[src/design/wpl_pkg.sv]
// Shared types, constants and register indexes for the well pump level controller.
package wpl_pkg;

   localparam int TICKS_PER_SECOND_DEF = 10;

   localparam int RUN_MIN_W  = 8;
   localparam int IDLE_W     = 12;
   localparam int ABLINK_W   = 4;
   localparam int SEC_W      = 14;
   localparam int CSR_DATA_W = 12;
   localparam int CSR_IDX_W  = 2;

   localparam logic [CSR_IDX_W-1:0] CSR_MAX_RUN_MINUTES  = 2'd0;
   localparam logic [CSR_IDX_W-1:0] CSR_IDLE_BLINK_LIMIT = 2'd1;
   localparam logic [CSR_IDX_W-1:0] CSR_AUTO_BLINK_TICKS = 2'd2;

   localparam logic [RUN_MIN_W-1:0] MAX_RUN_MINUTES_RST  = 8'd15;
   localparam logic [IDLE_W-1:0]    IDLE_BLINK_LIMIT_RST = 12'd300;
   localparam logic [ABLINK_W-1:0]  AUTO_BLINK_TICKS_RST = 4'd10;
   localparam int                   BLINK_HALF_RST       = 10;

   localparam int SECONDS_PER_MINUTE = 60;
   localparam int MS_PER_SECOND      = 1000;
   localparam int MS_MANUAL_1        = 200;
   localparam int MS_MANUAL_5        = 500;
   localparam int MS_MANUAL_10       = 700;
   localparam int MINUTES_MANUAL_1   = 1;
   localparam int MINUTES_MANUAL_5   = 5;
   localparam int MINUTES_MANUAL_10  = 10;

   typedef enum logic [1:0] {
      MODE_WAIT   = 2'd0,
      MODE_CHECK  = 2'd1,
      MODE_RUN    = 2'd2,
      MODE_MANUAL = 2'd3
   } mode_type;

   typedef enum logic [1:0] {
      STOP_NONE  = 2'd0,
      STOP_FULL  = 2'd1,
      STOP_EMPTY = 2'd2
   } stop_type;

   typedef enum logic [1:0] {
      MANUAL_NONE = 2'd0,
      MANUAL_1MIN = 2'd1,
      MANUAL_5MIN = 2'd2,
      MANUAL_10MIN = 2'd3
   } manual_type;

   typedef struct packed {
      logic       tick;
      logic       well_high_level;
      logic       tank_low_level;
      logic       tank_full_event;
      logic       well_empty_event;
      logic [1:0] manual_request;
   } req_type;

   typedef struct packed {
      logic       motor_on;
      logic       led_blue;
      logic       led_board;
      logic       led_green;
      logic       led_yellow;
      logic [1:0] mode;
   } rsp_type;

   typedef struct packed {
      logic [RUN_MIN_W-1:0] max_run_minutes;
      logic [IDLE_W-1:0]    idle_blink_limit;
      logic [ABLINK_W-1:0]  auto_blink_ticks;
   } cfg_type;

endpackage

[src/design/wpl_core.sv]
// Controller state and the per-item next-state logic.
module wpl_core #(
   parameter int TICKS_PER_SECOND = wpl_pkg::TICKS_PER_SECOND_DEF
) (
   input  logic             clock,
   input  logic             reset,
   input  logic             step_en,
   input  wpl_pkg::req_type item,
   input  wpl_pkg::cfg_type cfg,
   output wpl_pkg::rsp_type rsp_next
);
   import wpl_pkg::*;

   localparam int SUB_W          = $clog2(TICKS_PER_SECOND);
   localparam int HALF_1_RAW     = TICKS_PER_SECOND * MS_MANUAL_1 / MS_PER_SECOND;
   localparam int HALF_5_RAW     = TICKS_PER_SECOND * MS_MANUAL_5 / MS_PER_SECOND;
   localparam int HALF_10_RAW    = TICKS_PER_SECOND * MS_MANUAL_10 / MS_PER_SECOND;
   localparam int HALF_MAX       = (HALF_10_RAW + 1 > 16) ? HALF_10_RAW + 1 : 16;
   localparam int BLINK_W        = $clog2(HALF_MAX);
   localparam int MTICKS_MAX     = MINUTES_MANUAL_10 * SECONDS_PER_MINUTE * TICKS_PER_SECOND;
   localparam int MTICK_W        = $clog2(MTICKS_MAX + 1);

   localparam logic [SUB_W-1:0]   SUB_LAST = SUB_W'(TICKS_PER_SECOND - 1);
   localparam logic [BLINK_W-1:0] HALF_1   = BLINK_W'((HALF_1_RAW == 0) ? 1 : HALF_1_RAW);
   localparam logic [BLINK_W-1:0] HALF_5   = BLINK_W'((HALF_5_RAW == 0) ? 1 : HALF_5_RAW);
   localparam logic [BLINK_W-1:0] HALF_10  = BLINK_W'((HALF_10_RAW == 0) ? 1 : HALF_10_RAW);
   localparam logic [BLINK_W-1:0] HALF_RST = BLINK_W'(BLINK_HALF_RST);
   localparam logic [MTICK_W-1:0] MTICKS_1 =
      MTICK_W'(MINUTES_MANUAL_1 * SECONDS_PER_MINUTE * TICKS_PER_SECOND);
   localparam logic [MTICK_W-1:0] MTICKS_5 =
      MTICK_W'(MINUTES_MANUAL_5 * SECONDS_PER_MINUTE * TICKS_PER_SECOND);
   localparam logic [MTICK_W-1:0] MTICKS_10 =
      MTICK_W'(MINUTES_MANUAL_10 * SECONDS_PER_MINUTE * TICKS_PER_SECOND);
   localparam logic [SEC_W-1:0]   SEC_PER_MIN = SEC_W'(SECONDS_PER_MINUTE);

   mode_type             phase_ff, phase_in;
   logic [SUB_W-1:0]     sub_ff, sub_in;
   logic [SEC_W-1:0]     sec_ff, sec_in;
   logic [IDLE_W-1:0]    idle_ff, idle_in;
   stop_type             pend_ff, pend_in;
   logic                 manual_ff, manual_in;
   logic [MTICK_W-1:0]   mticks_ff, mticks_in;
   logic [BLINK_W-1:0]   half_ff, half_in;
   logic [BLINK_W-1:0]   bcnt_ff, bcnt_in;
   logic                 motor_ff, motor_in;
   logic                 blue_ff, blue_in;
   logic                 board_ff, board_in;
   logic                 green_ff, green_in;
   logic                 yellow_ff, yellow_in;

   stop_type             pend_now;
   logic                 idle_go;
   logic                 blink_go;
   logic [IDLE_W:0]      idle_inc;
   logic [BLINK_W:0]     bcnt_inc;
   logic [MTICK_W-1:0]   mticks_dec;
   logic [SEC_W-1:0]     run_limit;

   assign idle_inc   = {1'b0, idle_ff} + 1'b1;
   assign bcnt_inc   = {1'b0, bcnt_ff} + 1'b1;
   assign run_limit  = SEC_W'(cfg.max_run_minutes) * SEC_PER_MIN;
   assign mticks_dec = (mticks_ff != '0) ? mticks_ff - 1'b1 : mticks_ff;

   always_comb begin
      phase_in  = phase_ff;
      sub_in    = sub_ff;
      sec_in    = sec_ff;
      idle_in   = idle_ff;
      pend_in   = pend_ff;
      manual_in = manual_ff;
      mticks_in = mticks_ff;
      half_in   = half_ff;
      bcnt_in   = bcnt_ff;
      motor_in  = motor_ff;
      blue_in   = blue_ff;
      board_in  = board_ff;
      green_in  = green_ff;
      yellow_in = yellow_ff;
      idle_go   = 1'b0;
      blink_go  = 1'b0;
      pend_now  = pend_ff;

      if (manual_ff) begin
         if (item.well_empty_event) begin
            yellow_in = 1'b1;
            manual_in = 1'b0;
            mticks_in = '0;
            idle_go   = 1'b1;
         end else if (item.tick) begin
            blink_go  = 1'b1;
            mticks_in = mticks_dec;
            if (mticks_dec == '0) begin
               manual_in = 1'b0;
               idle_go   = 1'b1;
            end
         end
      end else begin
         // latest event wins, well empty over tank full in the same item
         if (item.well_empty_event) pend_now = STOP_EMPTY;
         else if (item.tank_full_event) pend_now = STOP_FULL;
         pend_in = pend_now;

         if (manual_type'(item.manual_request) != MANUAL_NONE) begin
            manual_in = 1'b1;
            motor_in  = 1'b1;
            blue_in   = 1'b1;
            bcnt_in   = '0;
            case (manual_type'(item.manual_request))
               MANUAL_1MIN: begin
                  half_in   = HALF_1;
                  mticks_in = MTICKS_1;
               end
               MANUAL_5MIN: begin
                  half_in   = HALF_5;
                  mticks_in = MTICKS_5;
               end
               default: begin
                  half_in   = HALF_10;
                  mticks_in = MTICKS_10;
               end
            endcase
            if (pend_now == STOP_EMPTY) begin
               yellow_in = 1'b1;
               manual_in = 1'b0;
               mticks_in = '0;
               idle_go   = 1'b1;
            end
            pend_in = STOP_NONE;
         end else begin
            case (phase_ff)
               MODE_WAIT: begin
                  if (sec_ff == '0 && sub_ff == '0 && item.well_high_level) begin
                     board_in = 1'b1;
                     phase_in = MODE_CHECK;
                  end else if (item.tick) begin
                     if (sub_ff == SUB_LAST) begin
                        sub_in = '0;
                        if (sec_ff == '0) begin
                           sec_in   = SEC_W'(1);
                           board_in = 1'b0;
                        end else begin
                           sec_in   = '0;
                           board_in = 1'b1;
                           if (idle_inc >= {1'b0, cfg.idle_blink_limit}) begin
                              // idle timeout: clear the idle count, pending stop, motor and every LED but the board LED
                              idle_in   = '0;
                              motor_in  = 1'b0;
                              blue_in   = 1'b0;
                              green_in  = 1'b0;
                              yellow_in = 1'b0;
                              pend_in   = STOP_NONE;
                           end else begin
                              idle_in = idle_inc[IDLE_W-1:0];
                           end
                        end
                     end else begin
                        sub_in = sub_ff + 1'b1;
                     end
                  end
               end
               MODE_CHECK: begin
                  if (item.tick) begin
                     if (sub_ff == SUB_LAST) begin
                        sub_in = '0;
                        if (!item.tank_low_level) begin
                           motor_in  = 1'b1;
                           blue_in   = 1'b1;
                           green_in  = 1'b0;
                           yellow_in = 1'b0;
                           half_in   = (cfg.auto_blink_ticks != '0) ?
                                       BLINK_W'(cfg.auto_blink_ticks) : BLINK_W'(1);
                           bcnt_in   = '0;
                           sec_in    = '0;
                           phase_in  = MODE_RUN;
                        end else begin
                           idle_go = 1'b1;
                        end
                     end else begin
                        sub_in = sub_ff + 1'b1;
                     end
                  end
               end
               MODE_RUN: begin
                  if (pend_now == STOP_FULL) begin
                     green_in = 1'b1;
                     idle_go  = 1'b1;
                  end else if (pend_now == STOP_EMPTY) begin
                     yellow_in = 1'b1;
                     idle_go   = 1'b1;
                  end else if (sec_ff >= run_limit) begin
                     green_in  = 1'b1;
                     yellow_in = 1'b1;
                     idle_go   = 1'b1;
                  end else if (item.tick) begin
                     blink_go = 1'b1;
                     if (sub_ff == SUB_LAST) begin
                        sub_in = '0;
                        sec_in = sec_ff + 1'b1;
                     end else begin
                        sub_in = sub_ff + 1'b1;
                     end
                  end
               end
               default: begin
                  idle_go = 1'b1;
               end
            endcase
         end
      end

      if (blink_go) begin
         if (bcnt_inc >= {1'b0, half_ff}) begin
            bcnt_in = '0;
            blue_in = ~blue_ff;
         end else begin
            bcnt_in = bcnt_inc[BLINK_W-1:0];
         end
      end

      // back to the idle start; green and yellow keep their values
      if (idle_go) begin
         motor_in = 1'b0;
         blue_in  = 1'b0;
         board_in = 1'b0;
         pend_in  = STOP_NONE;
         phase_in = MODE_WAIT;
         sub_in   = '0;
         sec_in   = '0;
         idle_in  = '0;
         bcnt_in  = '0;
      end
   end

   always_comb begin
      rsp_next.motor_on   = motor_in;
      rsp_next.led_blue   = blue_in;
      rsp_next.led_board  = board_in;
      rsp_next.led_green  = green_in;
      rsp_next.led_yellow = yellow_in;
      rsp_next.mode       = manual_in ? MODE_MANUAL : phase_in;
   end

   always_ff @(posedge clock) begin
      if (reset) begin
         phase_ff  <= MODE_WAIT;
         sub_ff    <= '0;
         sec_ff    <= '0;
         idle_ff   <= '0;
         pend_ff   <= STOP_NONE;
         manual_ff <= 1'b0;
         mticks_ff <= '0;
         half_ff   <= HALF_RST;
         bcnt_ff   <= '0;
         motor_ff  <= 1'b0;
         blue_ff   <= 1'b0;
         board_ff  <= 1'b0;
         green_ff  <= 1'b0;
         yellow_ff <= 1'b0;
      end else if (step_en) begin
         phase_ff  <= phase_in;
         sub_ff    <= sub_in;
         sec_ff    <= sec_in;
         idle_ff   <= idle_in;
         pend_ff   <= pend_in;
         manual_ff <= manual_in;
         mticks_ff <= mticks_in;
         half_ff   <= half_in;
         bcnt_ff   <= bcnt_in;
         motor_ff  <= motor_in;
         blue_ff   <= blue_in;
         board_ff  <= board_in;
         green_ff  <= green_in;
         yellow_ff <= yellow_in;
      end
   end

`ifndef NO_ASSERTIONS
   a_manual_has_time: assert property (@(posedge clock) disable iff (reset)
      manual_ff |-> mticks_ff != '0)
      else $error("manual run active with no ticks left");

   a_blue_needs_motor: assert property (@(posedge clock) disable iff (reset)
      !motor_ff |-> !blue_ff)
      else $error("blue LED on with motor off");

   a_check_board_on: assert property (@(posedge clock) disable iff (reset)
      (phase_ff == MODE_CHECK) |-> board_ff)
      else $error("board LED off while checking tank");

   a_sub_in_range: assert property (@(posedge clock) disable iff (reset)
      sub_ff <= SUB_LAST)
      else $error("sub-second count out of range");
`endif

endmodule

[src/design/well_pump_level_controller_unit.sv]
// Top level of the well pump level controller: handshake stages and register file.
// Path: an accepted item waits in the input stage; the combinational next-state logic
// turns it into a result, taken into the result register once that register is free.
// Throughput: one item per cycle while rsp_ready stays high; a stalled result holds
// the input stage, which still takes one more item.
// Reset: synchronous, active high; control and config registers return to their defaults,
// the controller to waiting for the well level with all outputs off. No clearing pass.
module well_pump_level_controller_unit #(
   parameter int TICKS_PER_SECOND = wpl_pkg::TICKS_PER_SECOND_DEF
) (
   input  logic                            clock,
   input  logic                            reset,
   input  logic                            req_valid,
   output logic                            req_ready,
   input  wpl_pkg::req_type                req_item,
   output logic                            rsp_valid,
   input  logic                            rsp_ready,
   output wpl_pkg::rsp_type                rsp_item,
   input  logic                            csr_wr_en,
   input  logic [wpl_pkg::CSR_IDX_W-1:0]   csr_index,
   input  logic [wpl_pkg::CSR_DATA_W-1:0]  csr_wdata
);
   import wpl_pkg::*;

   logic    stage_valid_ff;
   req_type stage_item_ff;
   logic    rsp_valid_ff;
   rsp_type rsp_item_ff;
   cfg_type cfg_ff;
   rsp_type rsp_next;
   logic    out_free;
   logic    advance;

   assign out_free  = !rsp_valid_ff || rsp_ready;
   assign advance   = stage_valid_ff && out_free;
   assign req_ready = !stage_valid_ff || out_free;
   assign rsp_valid = rsp_valid_ff;
   assign rsp_item  = rsp_item_ff;

   wpl_core #(
      .TICKS_PER_SECOND(TICKS_PER_SECOND)
   ) u_core (
      .clock    (clock),
      .reset    (reset),
      .step_en  (advance),
      .item     (stage_item_ff),
      .cfg      (cfg_ff),
      .rsp_next (rsp_next)
   );

   always_ff @(posedge clock) begin
      if (reset) begin
         stage_valid_ff <= 1'b0;
         rsp_valid_ff   <= 1'b0;
      end else begin
         if (req_valid && req_ready) stage_valid_ff <= 1'b1;
         else if (advance) stage_valid_ff <= 1'b0;
         if (advance) rsp_valid_ff <= 1'b1;
         else if (rsp_ready) rsp_valid_ff <= 1'b0;
      end
   end

   always_ff @(posedge clock) begin
      if (req_valid && req_ready) stage_item_ff <= req_item;
      if (advance) rsp_item_ff <= rsp_next;
   end

   always_ff @(posedge clock) begin
      if (reset) begin
         cfg_ff.max_run_minutes  <= MAX_RUN_MINUTES_RST;
         cfg_ff.idle_blink_limit <= IDLE_BLINK_LIMIT_RST;
         cfg_ff.auto_blink_ticks <= AUTO_BLINK_TICKS_RST;
      end else if (csr_wr_en) begin
         case (csr_index)
            CSR_MAX_RUN_MINUTES:  cfg_ff.max_run_minutes  <= csr_wdata[RUN_MIN_W-1:0];
            CSR_IDLE_BLINK_LIMIT: cfg_ff.idle_blink_limit <= csr_wdata[IDLE_W-1:0];
            CSR_AUTO_BLINK_TICKS: cfg_ff.auto_blink_ticks <= csr_wdata[ABLINK_W-1:0];
            default: ;
         endcase
      end
   end

`ifndef NO_ASSERTIONS
   a_accept_fills_stage: assert property (@(posedge clock) disable iff (reset)
      req_valid && req_ready |=> stage_valid_ff)
      else $error("accepted item missing from input stage");

   a_stalled_stage_holds: assert property (@(posedge clock) disable iff (reset)
      stage_valid_ff && !out_free |=> stage_valid_ff && $stable(stage_item_ff))
      else $error("stalled item dropped from input stage");

   a_advance_gives_result: assert property (@(posedge clock) disable iff (reset)
      advance |=> rsp_valid_ff)
      else $error("processed item produced no result");
`endif

endmodule
[config.mk]
export PLATFORM = sky130hd
export DESIGN_NAME = well_pump_level_controller_unit
export DESIGN_NICKNAME = d
export VERILOG_FILES = /design/src/design/wpl_pkg.sv /design/src/design/wpl_core.sv /design/src/design/well_pump_level_controller_unit.sv
export SDC_FILE = /design/constraint.sdc
export NUM_CORES = 1
export LEC_CHECK = 0
export BUFFER_PORTS_ARGS = -buffer_cell sky130_fd_sc_hd__clkbuf_2
export CORE_UTILIZATION = 55
export DETAILED_ROUTE_END_ITERATION = 6
export GPL_TIMING_DRIVEN = 1
export PLACE_DENSITY = 0.77
export SLEW_MARGIN = 20
export SYNTH_ARGS = -nofsm -noshare
export SYNTH_HDL_FRONTEND = slang
export SYNTH_HIERARCHICAL = 1
export SYNTH_SLANG_ARGS = --single-unit
[constraint.sdc]
create_clock -name clock -period 6.87 [get_ports clock]
set_clock_uncertainty 0.1 [all_clocks]
set_input_delay 0.3435 -clock clock [delete_from_list [all_inputs] [get_ports clock]]
set_output_delay 0.3435 -clock clock [all_outputs]
set_load 0.02 [all_outputs]
==> results_dict.tcl <==
set metrics [dict create \
    outcome "finished, final reports clean" \
    place_ws_ps 1240 \
    wl_um 16300 \
    grt_setup_unrepaired "false" \
    fin_crit_ps 5710 \
    syn_inst 846 \
    die_y_um 117 \
    clock_latency_ps 360 \
    tns_ps 0 \
    powerDensity_mw_per_mm2 190 \
    ir_worst_vdd_v 0.000248 \
    cts_tree "yes" \
    design_area_mm2 0.00778 \
    clock_sinks 101 \
    htreeDepth 3 \
    placed_area_mm2 0.00747 \
    crit_buf_inv 0 \
    path_class "flop to flop" \
    grt_max_degree 56 \
    drt_iter0_drc 388 \
    dp_hpwl_um 12000 \
    rows 41 \
    track_usage_pct 25.3 \
    area_growth_syn_to_layout_pct 7.37 \
    drc 0 \
    synth-seq-cells 101 \
    arrival_ps 5910 \
    synth_nets 943 \
    cts-hold-fix-buffers 0 \
    fin_nets 953 \
    dr.pass1.iters 5 \
    grt_overflow 0 \
    gp_congestion 0.956 \
    hold_class "input pin to flop" \
    yosysSeqAreaShare_pct 29.8 \
    die_area_mm2 0.0136 \
    synth_edf_count 14 \
    worstSetupStartpointType "flop" \
    slew_violations 0 \
    clockBufferDepth 2 \
    max_stage_delay_ps 500 \
    setup_slack_ps 1160 \
    diodes 0 \
    slew_headroom_pct 42.4 \
    path_delay_family "compound AO/OA/AOI/OAI gates" \
    grt_pass1_vias 5432 \
    p_leak_nw 3.38 \
    clockRootBuffer "clkbuf_16" \
    hold_violations 0 \
    async_flop_share_pct 0 \
    die_w_um 117 \
    cap_violations 0 \
    slowest_stage "fa_1" \
    cts_made_buffers 9 \
    via_count 6135 \
    portBuffers 34 \
    worstMarginPinSlew_ps 857 \
    synth_cell_type_count 85 \
    crit_chain "fa_1 -> fa_1 -> ha_1 -> a21o_1 -> a21oi_1 -> o21ai_0 -> a21oi_1 -> o21ai_0 -> a21o_1 -> a21oi_1 -> xor2_1 -> ha_1 -> a21oi_1 -> o21ai_0 -> nor4_1 -> nand3_1 -> nand2_1 -> nand4_1 -> nor4_1 -> a221o_1" \
    io_pins 35 \
    drive_above_1_share_pct 10.3 \
    worstPathRequired_ps 7070 \
    setup_viol 0 \
    crit_path_end_kind "flop" \
    synth_flop_cell "dfxtp_1" \
    post_cts_resize_count 0 \
    grt_first_pass_wirelength_um 26700 \
    crit_top_cell "a21oi_1" \
    wl_per_cell_um 15.7 \
    ant_nets 0 \
    vias_per_cell 5.94 \
    timing.final.crit_share_pct 83.1 \
    syn-cell-area_mm2 0.00725 \
    grt_antenna_before_repair 0 \
    post-cts-setup-buffers 0 \
    yosysWarningCount 6 \
    max_freq_mhz 175 \
    avgSynthCellArea_um2 8.57 \
    initial_core_util_pct 57.0 \
    crit_fanout 13 \
    clk_pin_slew_ps 70 \
    core_area_mm2 0.0127 \
]
[through the flow]
step | utilization, % | hold slack, ps | std cells | power, mW
after floorplan | - | 322 | 846 | 0.894
final | 61.2 | 59.6 | 1033 | 1.48
after detailed placement | 58.7 | 342 | 1017 | 0.958
after global routing | 61.2 | 41.7 | 1033 | 1.56
after CTS | 61.2 | 46.7 | 1033 | 1.49
after global placement | 58.7 | 336 | 1017 | 0.955
[where the power goes]
group          internal [mW]  leakage [nW]  total [mW]  switching, mW
combinational          0.126          2.38       0.311          0.185
clock                  0.313         0.157       0.534          0.221
sequential             0.619         0.840       0.638         0.0186
[synthesized netlist by cell type, types with 12 or more instances]
cell type  instances  area [µm²]
clkbuf_1          24        90.1
edfxtp_1          14         420
a221o_1           12         120
nor3_1            36         180
inv_1             80         300
nand3_1           22         110
nand2b_1          35         219
o21ai_0           31         155
ha_1              58         726
a21oi_1           44         220
nor2_1            70         263
nand2_1           51         191
xnor2_1           14         123
mux2i_1           25         250
fa_1              13         260
a21o_1            16         120
dfxtp_1           87        1740
[layer usage]
layer | share of wire, % | GRT usage (%)
met1 | 48 | 34.8
met4 | 1.4 | 6.33
met2 | 45 | 40.2
met3 | 5.1 | 5.66
met5 | 0 | 0
[worst paths after layout]
| check | endpoint | cells after the start | slack (ps) | start |
|---|---|---|---|---|
| hold / removal | stage_item_ff[4] | 1 | 60 | req_item[4] |
| setup reg to reg | u_core/sec_ff[7] | 20 | 1160 | cfg_ff[18] |
| hold reg to reg | u_core/half_ff[1] | 2 | 350 | u_core/half_ff[1] |
| setup / recovery | u_core/sec_ff[7] | 20 | 1160 | cfg_ff[18] |
[cells in the final DEF, fill, tap and decap left out, drive strengths merged, types with 13 or more instances in the layout]
cell / count
dfxtp: 87
inv: 80
nor2: 71
ha: 58
nand2: 51
clkbuf: 46
a21oi: 45
nor3: 38
nand2b: 35
o21ai: 33
mux2i: 25
nand3: 23
a21o: 17
edfxtp: 14
xnor2: 14
and2: 14
fa: 13
[flip-flops by register name (all words and copies together), names as in the netlist]
signal / count
u_core/green_ff: 1
u_core/bcnt_ff: 4
cfg_ff: 24
u_core/idle_ff: 12
stage_item_ff: 7
u_core/yellow_ff: 1
u_core/half_ff: 4
u_core/motor_ff: 1
rsp_valid: 1
u_core/sub_ff: 4
u_core/board_ff: 1
u_core/manual_ff: 1
u_core/mticks_ff: 13
u_core/blue_ff: 1
u_core/sec_ff: 14
u_core/pend_ff: 2
u_core/phase_ff: 2
stage_valid_ff: 1
rsp_item: 7
[cell families after synthesis]
logic type | count (synthesis) | share of synthesized area (%)
multiplexers | 28 | 3.97
AO/OA/AOI/OAI | 192 | 19.6
flip-flops | 101 | 29.8
buffers and inverters | 118 | 6.71
AND/OR/NAND/NOR | 314 | 23.6
adder cells (fa/ha/maj) | 72 | 13.7
XOR/XNOR | 21 | 2.54
[final cells by class]
class | count | area (µm²)
fillers | 1143 | 4940
multi-input cells | 627 | 4600
flip-flops and latches | 101 | 2160
inverters | 80 | 300
clock buffers | 12 | 268
well taps | 172 | 215
repair buffers | 37 | 193
clock inverters | 4 | 45.0
No activity file was read; power rests on OpenSTA's default activity.
